$ cat src/kmp_stream_matcher_assert.svh
// Assertion macros for the matcher RTL, used by the top level kmp_stream_matcher.
// Define NO_ASSERTIONS to compile them out; no other dependencies.
`ifndef KMP_STREAM_MATCHER_ASSERT_SVH
`define KMP_STREAM_MATCHER_ASSERT_SVH

`ifndef NO_ASSERTIONS

// Same-cycle implication, checked out of reset
`define KMS_ASSERT_NOW(label, clk, rst_n, ante, cons) \
    label: assert property (@(posedge clk) disable iff (!rst_n) (ante) |-> (cons)) \
        else $error("assertion failed: same-cycle implication");

// Next-cycle implication, checked out of reset
`define KMS_ASSERT_NEXT(label, clk, rst_n, ante, cons) \
    label: assert property (@(posedge clk) disable iff (!rst_n) (ante) |=> (cons)) \
        else $error("assertion failed: next-cycle implication");

`else

`define KMS_ASSERT_NOW(label, clk, rst_n, ante, cons)
`define KMS_ASSERT_NEXT(label, clk, rst_n, ante, cons)

`endif

`endif

$ cat src/kms_pkg.sv
// Shared types and constants for the streaming KMP matcher.
// No dependencies; used by kms_cfg, kms_cell and kmp_stream_matcher.
`timescale 1ns / 1ps
`default_nettype none

package kms_pkg;

    // Default parameter values
    localparam int PATTERN_MAX_DEF = 8;
    localparam int POS_BITS_DEF    = 32;

    // Fixed field widths
    localparam int PAT_W   = 64;
    localparam int LEN_W   = 4;
    localparam int BYTE_W  = 8;
    localparam int START_W = 32;
    localparam int COUNT_W = 32;
    localparam int OUT_W   = 72;  // 1 + 32 + 32 bits, padded to whole bytes
    localparam int ADDR_W  = 4;

    // Patterns never exceed the width of the pattern register
    localparam int PAT_BYTES = PAT_W / BYTE_W;

    // Register index codes (paddr[3])
    localparam logic REG_PATTERN = 1'b0;
    localparam logic REG_LENGTH  = 1'b1;

    // Configuration seen by the datapath
    typedef struct packed {
        logic [PAT_W-1:0] pattern;
        logic [LEN_W-1:0] act_len;   // length clamped to the cell count
        logic             reload;    // pulse on any register write
    } cfg_t;

endpackage

`default_nettype wire

$ cat src/kms_cfg.sv
// APB register file: pattern bytes and pattern length.
// Depends on kms_pkg; feeds cfg_t to the matcher datapath.
`timescale 1ns / 1ps
`default_nettype none

module kms_cfg #(
    parameter int PATTERN_MAX = kms_pkg::PATTERN_MAX_DEF
) (
    input  wire logic                       clk,
    input  wire logic                       rst_n,
    input  wire logic                       psel,
    input  wire logic                       penable,
    input  wire logic                       pwrite,
    input  wire logic [kms_pkg::ADDR_W-1:0] paddr,
    input  wire logic [kms_pkg::PAT_W-1:0]  pwdata,
    output logic      [kms_pkg::PAT_W-1:0]  prdata,
    output logic                            pready,
    output kms_pkg::cfg_t                   cfg
);
    import kms_pkg::*;

    localparam int CAP = (PATTERN_MAX < PAT_BYTES) ? PATTERN_MAX : PAT_BYTES;

    logic [PAT_W-1:0] pattern_reg;
    logic [LEN_W-1:0] length_reg;
    logic             wr_en;
    logic             reg_sel;

    // Registers sit on 8-byte boundaries; bit 3 picks the register
    assign reg_sel = paddr[3];
    assign pready  = 1'b1;
    assign wr_en   = psel && penable && pwrite && pready;

    always_ff @(posedge clk or negedge rst_n)
    begin
        if (!rst_n)
        begin
            pattern_reg <= '0;
            length_reg  <= '0;
        end
        else
        begin
            if (wr_en)
            begin
                case (reg_sel)
                    REG_PATTERN: pattern_reg <= pwdata;
                    REG_LENGTH:  length_reg  <= pwdata[LEN_W-1:0];
                    default:     pattern_reg <= pattern_reg;
                endcase
            end
        end
    end

    // Read mux
    always_comb
    begin
        case (reg_sel)
            REG_PATTERN: prdata = pattern_reg;
            REG_LENGTH:  prdata = {{(PAT_W-LEN_W){1'b0}}, length_reg};
            default:     prdata = '0;
        endcase
    end

    // Clamp length to the number of cells; reload clears the chain on the write edge
    always_comb
    begin
        cfg.pattern = pattern_reg;
        cfg.reload  = wr_en;
        if (length_reg > LEN_W'(CAP))
            cfg.act_len = LEN_W'(CAP);
        else
            cfg.act_len = length_reg;
    end

endmodule

`default_nettype wire

$ cat src/kms_cell.sv
// One compare cell of the matcher chain: holds one pattern byte's prefix-hit flag.
// Depends on kms_pkg; instantiated once per pattern position by the top level.
`timescale 1ns / 1ps
`default_nettype none

module kms_cell (
    input  wire logic                       clk,
    input  wire logic                       rst_n,
    input  wire logic                       advance,    // text beat accepted
    input  wire logic                       flush,      // clear the prefix state
    input  wire logic [kms_pkg::BYTE_W-1:0] text_byte,
    input  wire logic [kms_pkg::BYTE_W-1:0] pat_byte,
    input  wire logic                       prev_hit,   // neighbour's flag (1 for cell 0)
    input  wire logic                       is_tail,    // this cell is the pattern's last
    output logic                            hit,        // registered flag to next cell
    output logic                            tail_hit    // full match ends at this beat
);
    import kms_pkg::*;

    logic hit_reg;
    logic hit_next;

    // Prefix of length k+1 ends here if prefix k ended one byte back and bytes agree
    assign hit_next = prev_hit && (text_byte == pat_byte);
    assign tail_hit = hit_next && is_tail;
    assign hit      = hit_reg;

    always_ff @(posedge clk or negedge rst_n)
    begin
        if (!rst_n)
            hit_reg <= 1'b0;
        else if (flush)
            hit_reg <= 1'b0;
        else if (advance)
            hit_reg <= hit_next;
    end

endmodule

`default_nettype wire

$ cat src/kmp_stream_matcher.sv
// Top level of the streaming KMP matcher: stream ports, cell chain, counters.
// Depends on kms_pkg, kms_cfg, kms_cell and kmp_stream_matcher_assert.svh.
// The result beat is registered and becomes valid the cycle after its text beat is accepted.
// Throughput: one text byte per cycle while the result output is not stalled; every cell
// compares its byte and hands its prefix flag to the next cell, so the chain takes one byte a beat.
// Reset (rst_n low, asynchronous) clears the config registers, output valid flag, cell flags and counters.
`timescale 1ns / 1ps
`default_nettype none

`include "kmp_stream_matcher_assert.svh"

module kmp_stream_matcher #(
    parameter int PATTERN_MAX   = kms_pkg::PATTERN_MAX_DEF,
    parameter int POSITION_BITS = kms_pkg::POS_BITS_DEF
) (
    input  wire logic                        clk,
    input  wire logic                        rst_n,
    // text in
    input  wire logic                        s_tvalid,
    output logic                             s_tready,
    input  wire logic [kms_pkg::BYTE_W-1:0]  s_tdata,   // [7:0] text_byte
    input  wire logic                        s_tlast,   // text_end
    // results out
    output logic                             m_tvalid,
    input  wire logic                        m_tready,
    output logic      [kms_pkg::OUT_W-1:0]   m_tdata,   // [0] match_found,
                                                        // [32:1] match_start,
                                                        // [64:33] match_total
    // configuration
    input  wire logic                        psel,
    input  wire logic                        penable,
    input  wire logic                        pwrite,
    input  wire logic [kms_pkg::ADDR_W-1:0]  paddr,
    input  wire logic [kms_pkg::PAT_W-1:0]   pwdata,
    output logic      [kms_pkg::PAT_W-1:0]   prdata,
    output logic                             pready
);
    import kms_pkg::*;

    cfg_t cfg;

    logic                     accept;
    logic                     flush;
    logic [PATTERN_MAX-1:0]   cell_hit;
    logic [PATTERN_MAX-1:0]   tail_hit;
    logic                     found;

    logic [POSITION_BITS-1:0] pos_reg;
    logic [POSITION_BITS-1:0] pos_next;
    logic [POSITION_BITS-1:0] start_full;
    logic [COUNT_W-1:0]       cnt_reg;
    logic [COUNT_W-1:0]       cnt_next;
    logic [COUNT_W-1:0]       total;

    logic                     out_valid_reg;
    logic                     found_reg;
    logic [START_W-1:0]       start_reg;
    logic [COUNT_W-1:0]       total_reg;

    // Register file
    kms_cfg #(
        .PATTERN_MAX (PATTERN_MAX)
    ) u_cfg (
        .clk     (clk),
        .rst_n   (rst_n),
        .psel    (psel),
        .penable (penable),
        .pwrite  (pwrite),
        .paddr   (paddr),
        .pwdata  (pwdata),
        .prdata  (prdata),
        .pready  (pready),
        .cfg     (cfg)
    );

    // Handshake: output register frees up when its beat is taken
    assign s_tready = !out_valid_reg || m_tready;
    assign accept   = s_tvalid && s_tready;
    assign flush    = cfg.reload || (accept && s_tlast);

    // Cell chain
    generate
        for (genvar k = 0; k < PATTERN_MAX; k++)
        begin : g_cell
            logic [BYTE_W-1:0] pat_b;
            logic              prev;
            logic              tail;

            if (k < PAT_BYTES)
            begin : g_byte
                assign pat_b = cfg.pattern[BYTE_W*k +: BYTE_W];
            end
            else
            begin : g_zero
                assign pat_b = '0;
            end

            if (k == 0)
            begin : g_head
                assign prev = 1'b1;
            end
            else
            begin : g_link
                assign prev = cell_hit[k-1];
            end

            assign tail = (int'(cfg.act_len) == k + 1);

            kms_cell u_cell (
                .clk       (clk),
                .rst_n     (rst_n),
                .advance   (accept),
                .flush     (flush),
                .text_byte (s_tdata),
                .pat_byte  (pat_b),
                .prev_hit  (prev),
                .is_tail   (tail),
                .hit       (cell_hit[k]),
                .tail_hit  (tail_hit[k])
            );
        end
    endgenerate

    // Match detect, start position and saturating count
    assign found      = |tail_hit;
    assign start_full = pos_reg - POSITION_BITS'(cfg.act_len) + POSITION_BITS'(1);

    always_comb
    begin
        total    = cnt_reg;
        if (found && (cnt_reg != '1))
            total = cnt_reg + COUNT_W'(1);
        cnt_next = cnt_reg;
        pos_next = pos_reg;
        if (accept)
        begin
            if (s_tlast)
            begin
                cnt_next = '0;
                pos_next = '0;
            end
            else
            begin
                cnt_next = total;
                pos_next = pos_reg + POSITION_BITS'(1);
            end
        end
    end

    // End-of-text clears the cell flags too; kept apart from config reload
    always_ff @(posedge clk or negedge rst_n)
    begin
        if (!rst_n)
        begin
            pos_reg <= '0;
            cnt_reg <= '0;
        end
        else
        begin
            pos_reg <= pos_next;
            cnt_reg <= cnt_next;
        end
    end

    // Output register
    always_ff @(posedge clk or negedge rst_n)
    begin
        if (!rst_n)
            out_valid_reg <= 1'b0;
        else if (accept)
            out_valid_reg <= 1'b1;
        else if (m_tready)
            out_valid_reg <= 1'b0;
    end

    always_ff @(posedge clk)
    begin
        if (accept)
        begin
            found_reg <= found;
            start_reg <= found ? START_W'(start_full) : '0;
            total_reg <= total;
        end
    end

    assign m_tvalid = out_valid_reg;
    assign m_tdata  = {{(OUT_W - 1 - START_W - COUNT_W){1'b0}}, total_reg, start_reg, found_reg};

    // Assertions
    `KMS_ASSERT_NOW(a_found_counts, clk, rst_n, m_tvalid && found_reg, total_reg != '0)
    `KMS_ASSERT_NOW(a_miss_start_zero, clk, rst_n, m_tvalid && !found_reg, start_reg == '0)
    `KMS_ASSERT_NEXT(a_end_clears, clk, rst_n, accept && s_tlast, pos_reg == '0 && cnt_reg == '0)
    `KMS_ASSERT_NOW(a_empty_no_match, clk, rst_n, cfg.act_len == '0, tail_hit == '0)
    `KMS_ASSERT_NOW(a_one_tail, clk, rst_n, 1'b1, $onehot0(tail_hit))

endmodule

`default_nettype wire

$ cat config.mk
export PLATFORM = sky130hd
export DESIGN_NAME = kmp_stream_matcher
export DESIGN_NICKNAME = d
export VERILOG_FILES = /design/src/kms_pkg.sv /design/src/kms_cfg.sv /design/src/kms_cell.sv /design/src/kmp_stream_matcher.sv
export VERILOG_INCLUDE_DIRS = /design/src /design/src/src
export SDC_FILE = /design/constraint.sdc
export NUM_CORES = 1
export LEC_CHECK = 0
export ABC_AREA = 0
export BUFFER_PORTS_ARGS = -buffer_cell sky130_fd_sc_hd__buf_4
export CAP_MARGIN = 20
export CORE_MARGIN = 2
export CORE_UTILIZATION = 45
export CTS_BUF_LIST = sky130_fd_sc_hd__clkbuf_16
export DETAILED_ROUTE_END_ITERATION = 8
export PLACE_DENSITY_LB_ADDON = 0.3
export SLEW_MARGIN = 10
export SYNTH_ARGS = -nofsm -noshare
export SYNTH_HDL_FRONTEND = slang
export SYNTH_SLANG_ARGS = --single-unit
export TNS_END_PERCENT = 5
$ cat constraint.sdc
create_clock -name clk -period 9.7 [get_ports clk]
set_input_delay 1.94 -clock clk [delete_from_list [all_inputs] [get_ports clk]]
set_output_delay 1.94 -clock clk [all_outputs]
set_load 0.01 [all_outputs]
==> impl_metrics.csv, run 1 <==
group,metric,value,unit
status,outcome,"complete, no violations",
setup_path,endpoint_kind,"primary output",
sta,setup_tns,0,ns
floorplan,die_x,170,µm
setup_path,arrival,3.07,ns
route,routedWlPerCell,16.7,µm
final_layout,multi_input_area,0.00637,mm²
cts,cts_setup_buffers,0,
cts,htree_levels,1,
cts,cts_tree,"built",
setup_path,critPathLaunchType,"input port",
cts,cts_hold_buf,0,
placed_design,place.gp.congestion,0.817,
sta,hold_viol_final,0,
floorplan,fp.coreArea,0.0270,mm²
sta,worstMarginPinSlew,0.958,ns
placed_design,place_inst,1696,
cts,clock-sinks,205,
synth,netlist_instances,1199,
route,drtIter0Drc,478,
sta,fin_worst_skew,0.00752,ns
pwr,leakage,6.74,nW
sta,fin_crit_sh,51.7,%
final_layout,n_fill_cell,2420,
cts,numCtsBuffers,24,
final_layout,nets,1528,
synth,yosysWarnings,0,
synth,synth_ff_type,"dfrtp_1",
floorplan,die_area,0.0287,mm²
floorplan,start_util,45.8,%
cts,cts_buffer_depth,3,
synth,synth.avg_cell_area,10.3,µm²
final_layout,diodes,0,
final_layout,seqCellArea,0.00546,mm²
synth,ys_async_sr_fraction,68.3,%
global_route,grt_pass1_vias,9267,
sta,clock.fmax,199,MHz
global_route,grt_pass1_wl,47700,µm
sta,slew_headroom,36.1,%
setup_path,crit_fanout,66,
synth,yosys-top-cells-area,"dfrtp_1 (28%), edfxtp_1 (16%), mux2_2 (6.7%)",
route,route.vias.total,9243,
synth,synth_top_area_share,28.4,%
synth,ys_types,65,
final_layout,final_common_cell,"buf_4",
final_layout,layout_common_cells,"buf_4 (216), dfrtp_1 (140), nor2_1 (93)",
route,dr.pass1.iters,5,
cts,cts_resized,0,
route,ant_nets,0,
final_layout,largest_register_ffs,64,
placed_design,numPortBuffers,211,
route,vias_per_cell,5.32,
final_layout,final-instance-count-excl-fill,1738,
synth,ys_ff_latch,205,
flow_run,cap_violations,0,
cts,cts-root-buf,"clkbuf_16",
sta,finalSetupViolCount,0,
global_route,grt_max_degree,86,
synth,synth_edf_count,65,
route,drc,0,
worst_hold_path,hold_class,"flop to flop",
setup_path,required,7.76,ns
floorplan,row_count,60,
global_route,gr-usage-all-layers,20.4,%
final_layout,drive_gt1_share,24.6,%
route,totalWireLength,29000,µm
pwr,peakVddDrop,0.133,mV
placed_design,dp_hpwl,20200,µm
floorplan,die_h,170,µm
sta,finalCriticalPeriod,5.01,ns
floorplan,io-pin-count,223,
final_layout,area_growth,19.9,%
global_route,overflow,0,
synth,ys_seq_area_share,44.2,%
synth,synth_top_cell_by_area,"dfrtp_1",
final_layout,finalCoreUtilization,54.8,%
cts,clkLatencyLatePin,0.52,ns
setup_path,worstSetupPathType,"input port to primary output",
cts,clk_transition_reported_paths,0.06,ns
sta,rsz0062_at_grt,"no",
global_route,antenna_found_initial,0,
synth,syn_area,0.0123,mm²
pwr,power_density,172,mW/mm²
sta,finalMaxSlewViolations,0,
layer usage:
metal	wire length [µm]	GRT usage [%]	up-vias
met5	0	0	-
li1	-	-	4542
met4	620	4.57	0
met3	1870	4.76	37
met1	12600	26.3	4426
met2	13900	35.0	238
synth_stat cells (5+ instances only):
cell,count
and4_1,5
a21oi_1,33
o21ai_0,55
nand3_1,41
ha_1,62
nand4_1,29
xnor2_1,89
nor4_1,15
nor3b_1,8
nand2_1,84
inv_1,46
edfxtp_1,65
a221o_1,10
a21o_1,18
dfrtp_1,140
mux2i_1,23
buf_4,10
nor2_1,93
clkbuf_1,39
nand2b_1,10
a211oi_1,5
xor2_1,41
nor3_1,29
buf_6,9
and2_1,8
and3_1,16
or3_1,5
mux2_2,73
nor2b_1,65
cells by family after synthesis:
family | Yosys count | share of synthesized area [%]
compound gates | 157 | 8.09
simple gates | 429 | 18.5
other cells | 2 | 0.0609
flops | 205 | 44.2
buf+inv | 113 | 4.34
xor+xnor | 134 | 9.76
mux | 96 | 8.53
fa+ha+maj | 63 | 6.45
power breakdown:
part	total, W	switching [W]	internal (W)
logic	0.000633	0.000305	0.000328
registers	0.00106	0.0000832	0.000977
clock network	0.000843	0.000356	0.000487
worst paths after layout:
check | startpoint | end | slack [ns] | depth (start not counted)
min | g_cell[1].u_cell.hit$_DFFE_PN0P_ | g_cell[1].u_cell.hit$_DFFE_PN0P_ | 0.48 | 2
max | paddr[3] | prdata[3] | 4.69 | 3
max in group asynchronous | rst_n | cnt_reg[19]$_DFFE_PN0P_ | 6.89 | 2
min reg2reg | g_cell[1].u_cell.hit$_DFFE_PN0P_ | g_cell[1].u_cell.hit$_DFFE_PN0P_ | 0.48 | 2
max reg2reg | u_cfg.length_reg[1]$_DFFE_PN0P_ | start_reg[31]$_SDFFCE_PN0P_ | 5.72 | 14
min in group asynchronous | rst_n | u_cfg.pattern_reg[40]$_DFFE_PN0P_ | 1.46 | 1
critical path, cell delays in order:
cell and delay (ns):
buf_4 0.55, mux2_2 0.42, buf_4 0.15
metrics by stage:
| step | setup slack [ns] | cell area [µm²] | hold slack (ns) | total power (W) |
|---|---|---|---|---|
| floorplan | 4.66 | 12400 | 0.443 | 0.00150 |
| global placement | 4.67 | 14100 | 0.463 | 0.00170 |
| detailed placement | 4.68 | 14100 | 0.470 | 0.00171 |
| CTS | 4.68 | 14800 | 0.483 | 0.00257 |
| global route | 4.61 | 14800 | 0.509 | 0.00268 |
| finish | 4.69 | 14800 | 0.479 | 0.00254 |
final cells by class:
| cell class | count | share of cell area, % |
|---|---|---|
| clock buffer | 25 | 4.23 |
| inverter | 46 | 1.17 |
| tap | 341 | 2.89 |
| clock inverter | 17 | 0.669 |
| timing repair buffer | 217 | 11.0 |
| sequential | 205 | 36.9 |
| multi-input combinational | 887 | 43.1 |
Power figures use the tool's default switching activity.
==> inputs of run 2 (changes only) <==
Clock period 9.7 ns to 4.4 ns, I/O delays scaled along.
==> impl_metrics.csv, run 2 (synthesis results as in run 1) <==
group,metric,value,unit
global_route,grt_pass1_vias,9416,
setup_path,crit_slowest_cell,"dfrtp_1",
setup_path,arrival,4.09,ns
cts,numCtsBuffers,24,
setup_path,worstSetupPathType,"flop to flop",
cts,htree_levels,1,
worst_hold_path,hold_class,"input port to asynchronous set/reset pin",
final_layout,largest_register_ffs,64,
status,outcome,"complete, no violations",
sta,finalMaxSlewViolations,0,
setup_path,cp_top_family,"compound AO/OA/AOI/OAI gates",
sta,setup_tns,0,ns
route,dr.pass1.iters,5,
route,route.vias.total,9340,
global_route,antenna_found_initial,0,
placed_design,place.gp.congestion,0.826,
final_layout,final_common_cell,"buf_4",
route,drc,0,
floorplan,io-pin-count,223,
placed_design,place_inst,1701,
route,ant_nets,0,
cts,clk_transition_reported_paths,0.06,ns
cts,cts_setup_buffers,0,
pwr,power,0.00574,W
global_route,grt_pass1_wl,47900,µm
setup_path,critPathBufInv,2,
placed_design,placed_area,0.0141,mm²
final_layout,nets,1533,
sta,fin_crit_sh,87.1,%
floorplan,die_area,0.0287,mm²
setup_path,critPathLaunchType,"flop",
cts,cts_buffer_depth,3,
final_layout,fin_area,0.0149,mm²
sta,hold_viol_final,0,
setup_path,endpoint_kind,"flop",
pwr,leakage,6.79,nW
sta,fin_worst_skew,0.00901,ns
sta,finalCriticalPeriod,3.83,ns
cts,clock-sinks,205,
floorplan,fp.coreArea,0.0270,mm²
final_layout,final-instance-count-excl-fill,1745,
placed_design,numPortBuffers,211,
sta,rsz0062_at_grt,"no",
sta,clock.fmax,261,MHz
setup_path,path_depth,14,
final_layout,drive_gt1_share,25.0,%
route,drtIter0Drc,512,
cts,cts_tree,"built",
cts,cts_resized,0,
setup_path,crit_fanout,7,
flow_run,cap_violations,0,
cts,clkLatencyLatePin,0.52,ns
global_route,gr-usage-all-layers,20.4,%
floorplan,die_h,170,µm
setup_path,crit_chain,"inv_1, nor2_1, ha_1, inv_1, ha_1, fa_1, a211oi_1, o211ai_1, a31oi_1, o21ai_0, a22oi_1, a41oi_1, xnor2_1, nor2_1",
placed_design,dp_hpwl,20600,µm
final_layout,area_growth,20.8,%
setup_path,required,4.66,ns
sta,worstMarginPinSlew,0.947,ns
route,totalWireLength,29000,µm
final_layout,diodes,0,
setup_path,ff2ff_path_depth,14,
pwr,peakVddDrop,0.258,mV
floorplan,die_x,170,µm
route,vias_per_cell,5.35,
sta,finalSetupViolCount,0,
global_route,grt_max_degree,100,
cts,cts-root-buf,"clkbuf_16",
cts,cts_hold_buf,0,
setup_path,slowest_delay,0.45,ns
floorplan,row_count,60,
sta,slew_headroom,36.8,%
pwr,power_density,385,mW/mm²
final_layout,layout_common_cells,"buf_4 (219), dfrtp_1 (140), nor2_1 (93)",
floorplan,start_util,45.8,%
route,routedWlPerCell,16.6,µm
global_route,overflow,0,
[run 2: worst paths after layout]
check,start,end,slack [ns]
worst max-delay path,u_cfg.length_reg[1]$_DFFE_PN0P_,start_reg[31]$_SDFFCE_PN0P_,0.57
worst min-delay path,rst_n,u_cfg.pattern_reg[45]$_DFFE_PN0P_,0.48
worst max register to register,u_cfg.length_reg[1]$_DFFE_PN0P_,start_reg[31]$_SDFFCE_PN0P_,0.57
worst min register to register,g_cell[1].u_cell.hit$_DFFE_PN0P_,g_cell[1].u_cell.hit$_DFFE_PN0P_,0.48
max in group asynchronous,rst_n,pos_reg[20]$_DFFE_PN0P_,3.01
min in group clk,g_cell[1].u_cell.hit$_DFFE_PN0P_,g_cell[1].u_cell.hit$_DFFE_PN0P_,0.48
[run 2: worst reg2reg max path, cell delays in order (launching register included)]
cell	delay (ns)
dfrtp_1	0.45
inv_1	0.17
nor2_1	0.07
ha_1	0.28
inv_1	0.04
ha_1	0.21
fa_1	0.43
a211oi_1	0.31
o211ai_1	0.15
a31oi_1	0.37
o21ai_0	0.25
a22oi_1	0.37
a41oi_1	0.23
xnor2_1	0.21
nor2_1	0.05
[run 2: final cells by class]
class | count | area, µm²
Clock buffer | 25 | 626
Inverter | 46 | 173
Clock inverter | 19 | 156
Fill cell | 2424 | 12000
Timing Repair Buffer | 222 | 1700
Tap cell | 341 | 427
Multi-Input combinational cell | 887 | 6370
Sequential cell | 205 | 5460
[run 2: layer usage]
metal	up-vias	GRT usage [%]	part of all wire, %
met3	37	5.29	7.4
met4	0	4.42	1.7
met5	-	0	0
li1	4557	-	-
met2	267	34.9	48
met1	4479	26.2	43
[run 2: per-stage QoR]
step / setup slack (ns) / utilization (%) / hold slack [ns]
floorplan: 0.418 / - / 0.443
global placement: 0.618 / 52.4 / 0.462
detailed placement: 0.586 / 52.4 / 0.470
CTS: 0.589 / 55.3 / 0.484
global route: 0.302 / 55.3 / 0.529
finish: 0.569 / 55.3 / 0.477
[run 2: where the power goes]
part           switching (W)  internal (W)  leakage [nW]  total [W]
clock network       0.000783       0.00119         0.399    0.00198
logic               0.000678      0.000737          3.93    0.00142
registers           0.000189       0.00215          2.46    0.00234
total                0.00165       0.00409          6.79    0.00574
==> inputs of run 3 (changes only) <==
Settings changed: SYNTH_HIERARCHICAL set to 1.
==> impl_metrics.csv, run 3 <==
group,metric,value,unit
final_layout,layout_common_cells,"buf_4 (218), dfrtp_1 (140), nor2_1 (115)",
placed_design,numPortBuffers,211,
setup_path,critPathBufInv,1,
floorplan,fp.coreArea,0.0278,mm²
route,routedWlPerCell,16.8,µm
floorplan,row_count,61,
setup_path,crit_chain,"nor2b_1, inv_1, ha_1, fa_1, a211oi_1, o21ai_1, o2111a_1, a211o_1, a31oi_4, o211ai_1, a41o_1",
sta,slew_headroom,33.7,%
pwr,comb_power_share,27.7,%
cts,cts_resized,0,
pwr,swShare,30.6,%
sta,clock.fmax,264,MHz
status,outcome,"complete, no violations",
floorplan,io-pin-count,223,
pwr,power_switching,0.00175,W
floorplan,die_area,0.0295,mm²
synth,yosysWarnings,6,
floorplan,die_h,172,µm
sta,setup_tns,0,ns
cts,clk_transition_reported_paths,0.06,ns
cts,cts_buffer_depth,3,
route,dr.pass1.iters,5,
cts,numCtsBuffers,24,
final_layout,n_fill_cell,2537,
floorplan,start_util,45.6,%
sta,rsz0062_at_grt,"no",
placed_design,place.gp.congestion,0.862,
final_layout,final-instance-count-excl-fill,1820,
setup_path,critPathLaunchType,"flop",
final_layout,area_growth,20.1,%
route,ant_nets,0,
sta,worstMarginPinSlew,0.995,ns
final_layout,drive_gt1_share,25.0,%
sta,setup_ws,0.616,ns
setup_path,endpoint_kind,"flop",
flow_run,cap_violations,0,
final_layout,multi_input_area,0.00671,mm²
final_layout,seqCellArea,0.00546,mm²
sta,finalMaxSlewViolations,0,
final_layout,diodes,0,
cts,clkLatencyLatePin,0.53,ns
global_route,grt_pass1_wl,48600,µm
route,drtIter0Drc,564,
cts,cts-root-buf,"clkbuf_16",
cts,cts_tree,"built",
synth,synth.avg_cell_area,10.3,µm²
global_route,antenna_found_initial,0,
cts,htree_levels,1,
placed_design,dp_hpwl,22200,µm
sta,fin_worst_skew,0.0299,ns
setup_path,arrival,4.07,ns
sta,hold_viol_final,0,
setup_path,crit_slowest_cell,"fa_1",
pwr,p_clk_share,31.0,%
cts,cts_setup_buffers,0,
setup_path,required,4.68,ns
pwr,leakage,7.20,nW
global_route,gr-usage-all-layers,20.8,%
route,route.vias.total,9314,
setup_path,cp_top_family,"compound AO/OA/AOI/OAI gates",
setup_path,slowest_delay,0.48,ns
sta,finalCriticalPeriod,3.78,ns
synth,netlist_instances,1232,
setup_path,crit_fanout,9,
pwr,peakVddDrop,0.232,mV
sta,finalSetupViolCount,0,
cts,cts_hold_buf,0,
pwr,power_density,375,mW/mm²
sta,fin_crit_sh,86.0,%
global_route,grt_max_degree,99,
final_layout,largest_register_ffs,64,
floorplan,die_x,172,µm
pwr,p_seq_share,41.3,%
setup_path,worstSetupPathType,"flop to flop",
final_layout,final_common_cell,"buf_4",
worst_hold_path,hold_class,"input port to asynchronous set/reset pin",
route,vias_per_cell,5.12,
route,totalWireLength,30600,µm
pwr,p_int,0.00397,W
placed_design,dp_worst_setup_slack,0.627,ns
global_route,grt_pass1_vias,9144,
synth,syn_area,0.0127,mm²
cts,clock-sinks,205,
final_layout,nets,1571,
setup_path,r2r_setup_slack,0.62,ns
global_route,overflow,0,
route,drc,0,
placed_design,place_inst,1776,
[run 3: worst paths after layout]
kind | end | cells past startpoint | from
max | start_reg[31]$_SDFFCE_PN0P_ | 11 | u_cfg/length_reg[3]$_DFFE_PN0P_
min | u_cfg/pattern_reg[50]$_DFFE_PN0P_ | 1 | rst_n
max reg2reg | start_reg[31]$_SDFFCE_PN0P_ | 11 | u_cfg/length_reg[3]$_DFFE_PN0P_
min reg2reg | g_cell[4].u_cell/hit$_DFFE_PN0P_ | 2 | g_cell[4].u_cell/hit$_DFFE_PN0P_
max in group asynchronous | u_cfg/length_reg[0]$_DFFE_PN0P_ | 2 | rst_n
min in group clk | g_cell[4].u_cell/hit$_DFFE_PN0P_ | 2 | g_cell[4].u_cell/hit$_DFFE_PN0P_
[run 3: layer usage]
| layer | routed length, µm | share of wire [%] | up-vias | global-route usage [%] |
|---|---|---|---|---|
| met5 | 0 | 0 | - | 0 |
| met1 | 13300 | 43 | 4389 | 27.4 |
| li1 | - | - | 4623 | - |
| met2 | 14700 | 48 | 259 | 34.6 |
| met3 | 2090 | 6.8 | 43 | 4.81 |
| met4 | 594 | 1.9 | 0 | 5.01 |
[run 3: area by class of cell]
cell class	instances	share of cell area, %
multi-input cells	916	44.0
flip-flops and latches	205	35.8
repair buffers	221	11.1
clock buffers	24	3.94
well taps	378	3.11
inverters	56	1.39
clock inverters	20	0.624
[run 3: per-stage QoR]
step	total power [W]	hold WS (ns)	area (µm²)	utilization, %
after floorplan	0.00344	0.456	12700	-
after global placement	0.00396	0.472	14500	52.3
after detailed placement	0.00398	0.494	14500	52.3
after CTS	0.00579	0.507	15200	54.8
after global routing	0.00603	0.530	15200	54.8
final	0.00572	0.463	15200	54.8
[run 3: power groups by stage]
stage | clock (W) | combinational [W] | sequential (W)
finish | 0.00177 | 0.00158 | 0.00236
global route | 0.00191 | 0.00173 | 0.00239
CTS | 0.00183 | 0.00159 | 0.00236
detailed placement | 0 | 0.00158 | 0.00240
global placement | 0 | 0.00157 | 0.00239
floorplan | 0 | 0.00109 | 0.00234
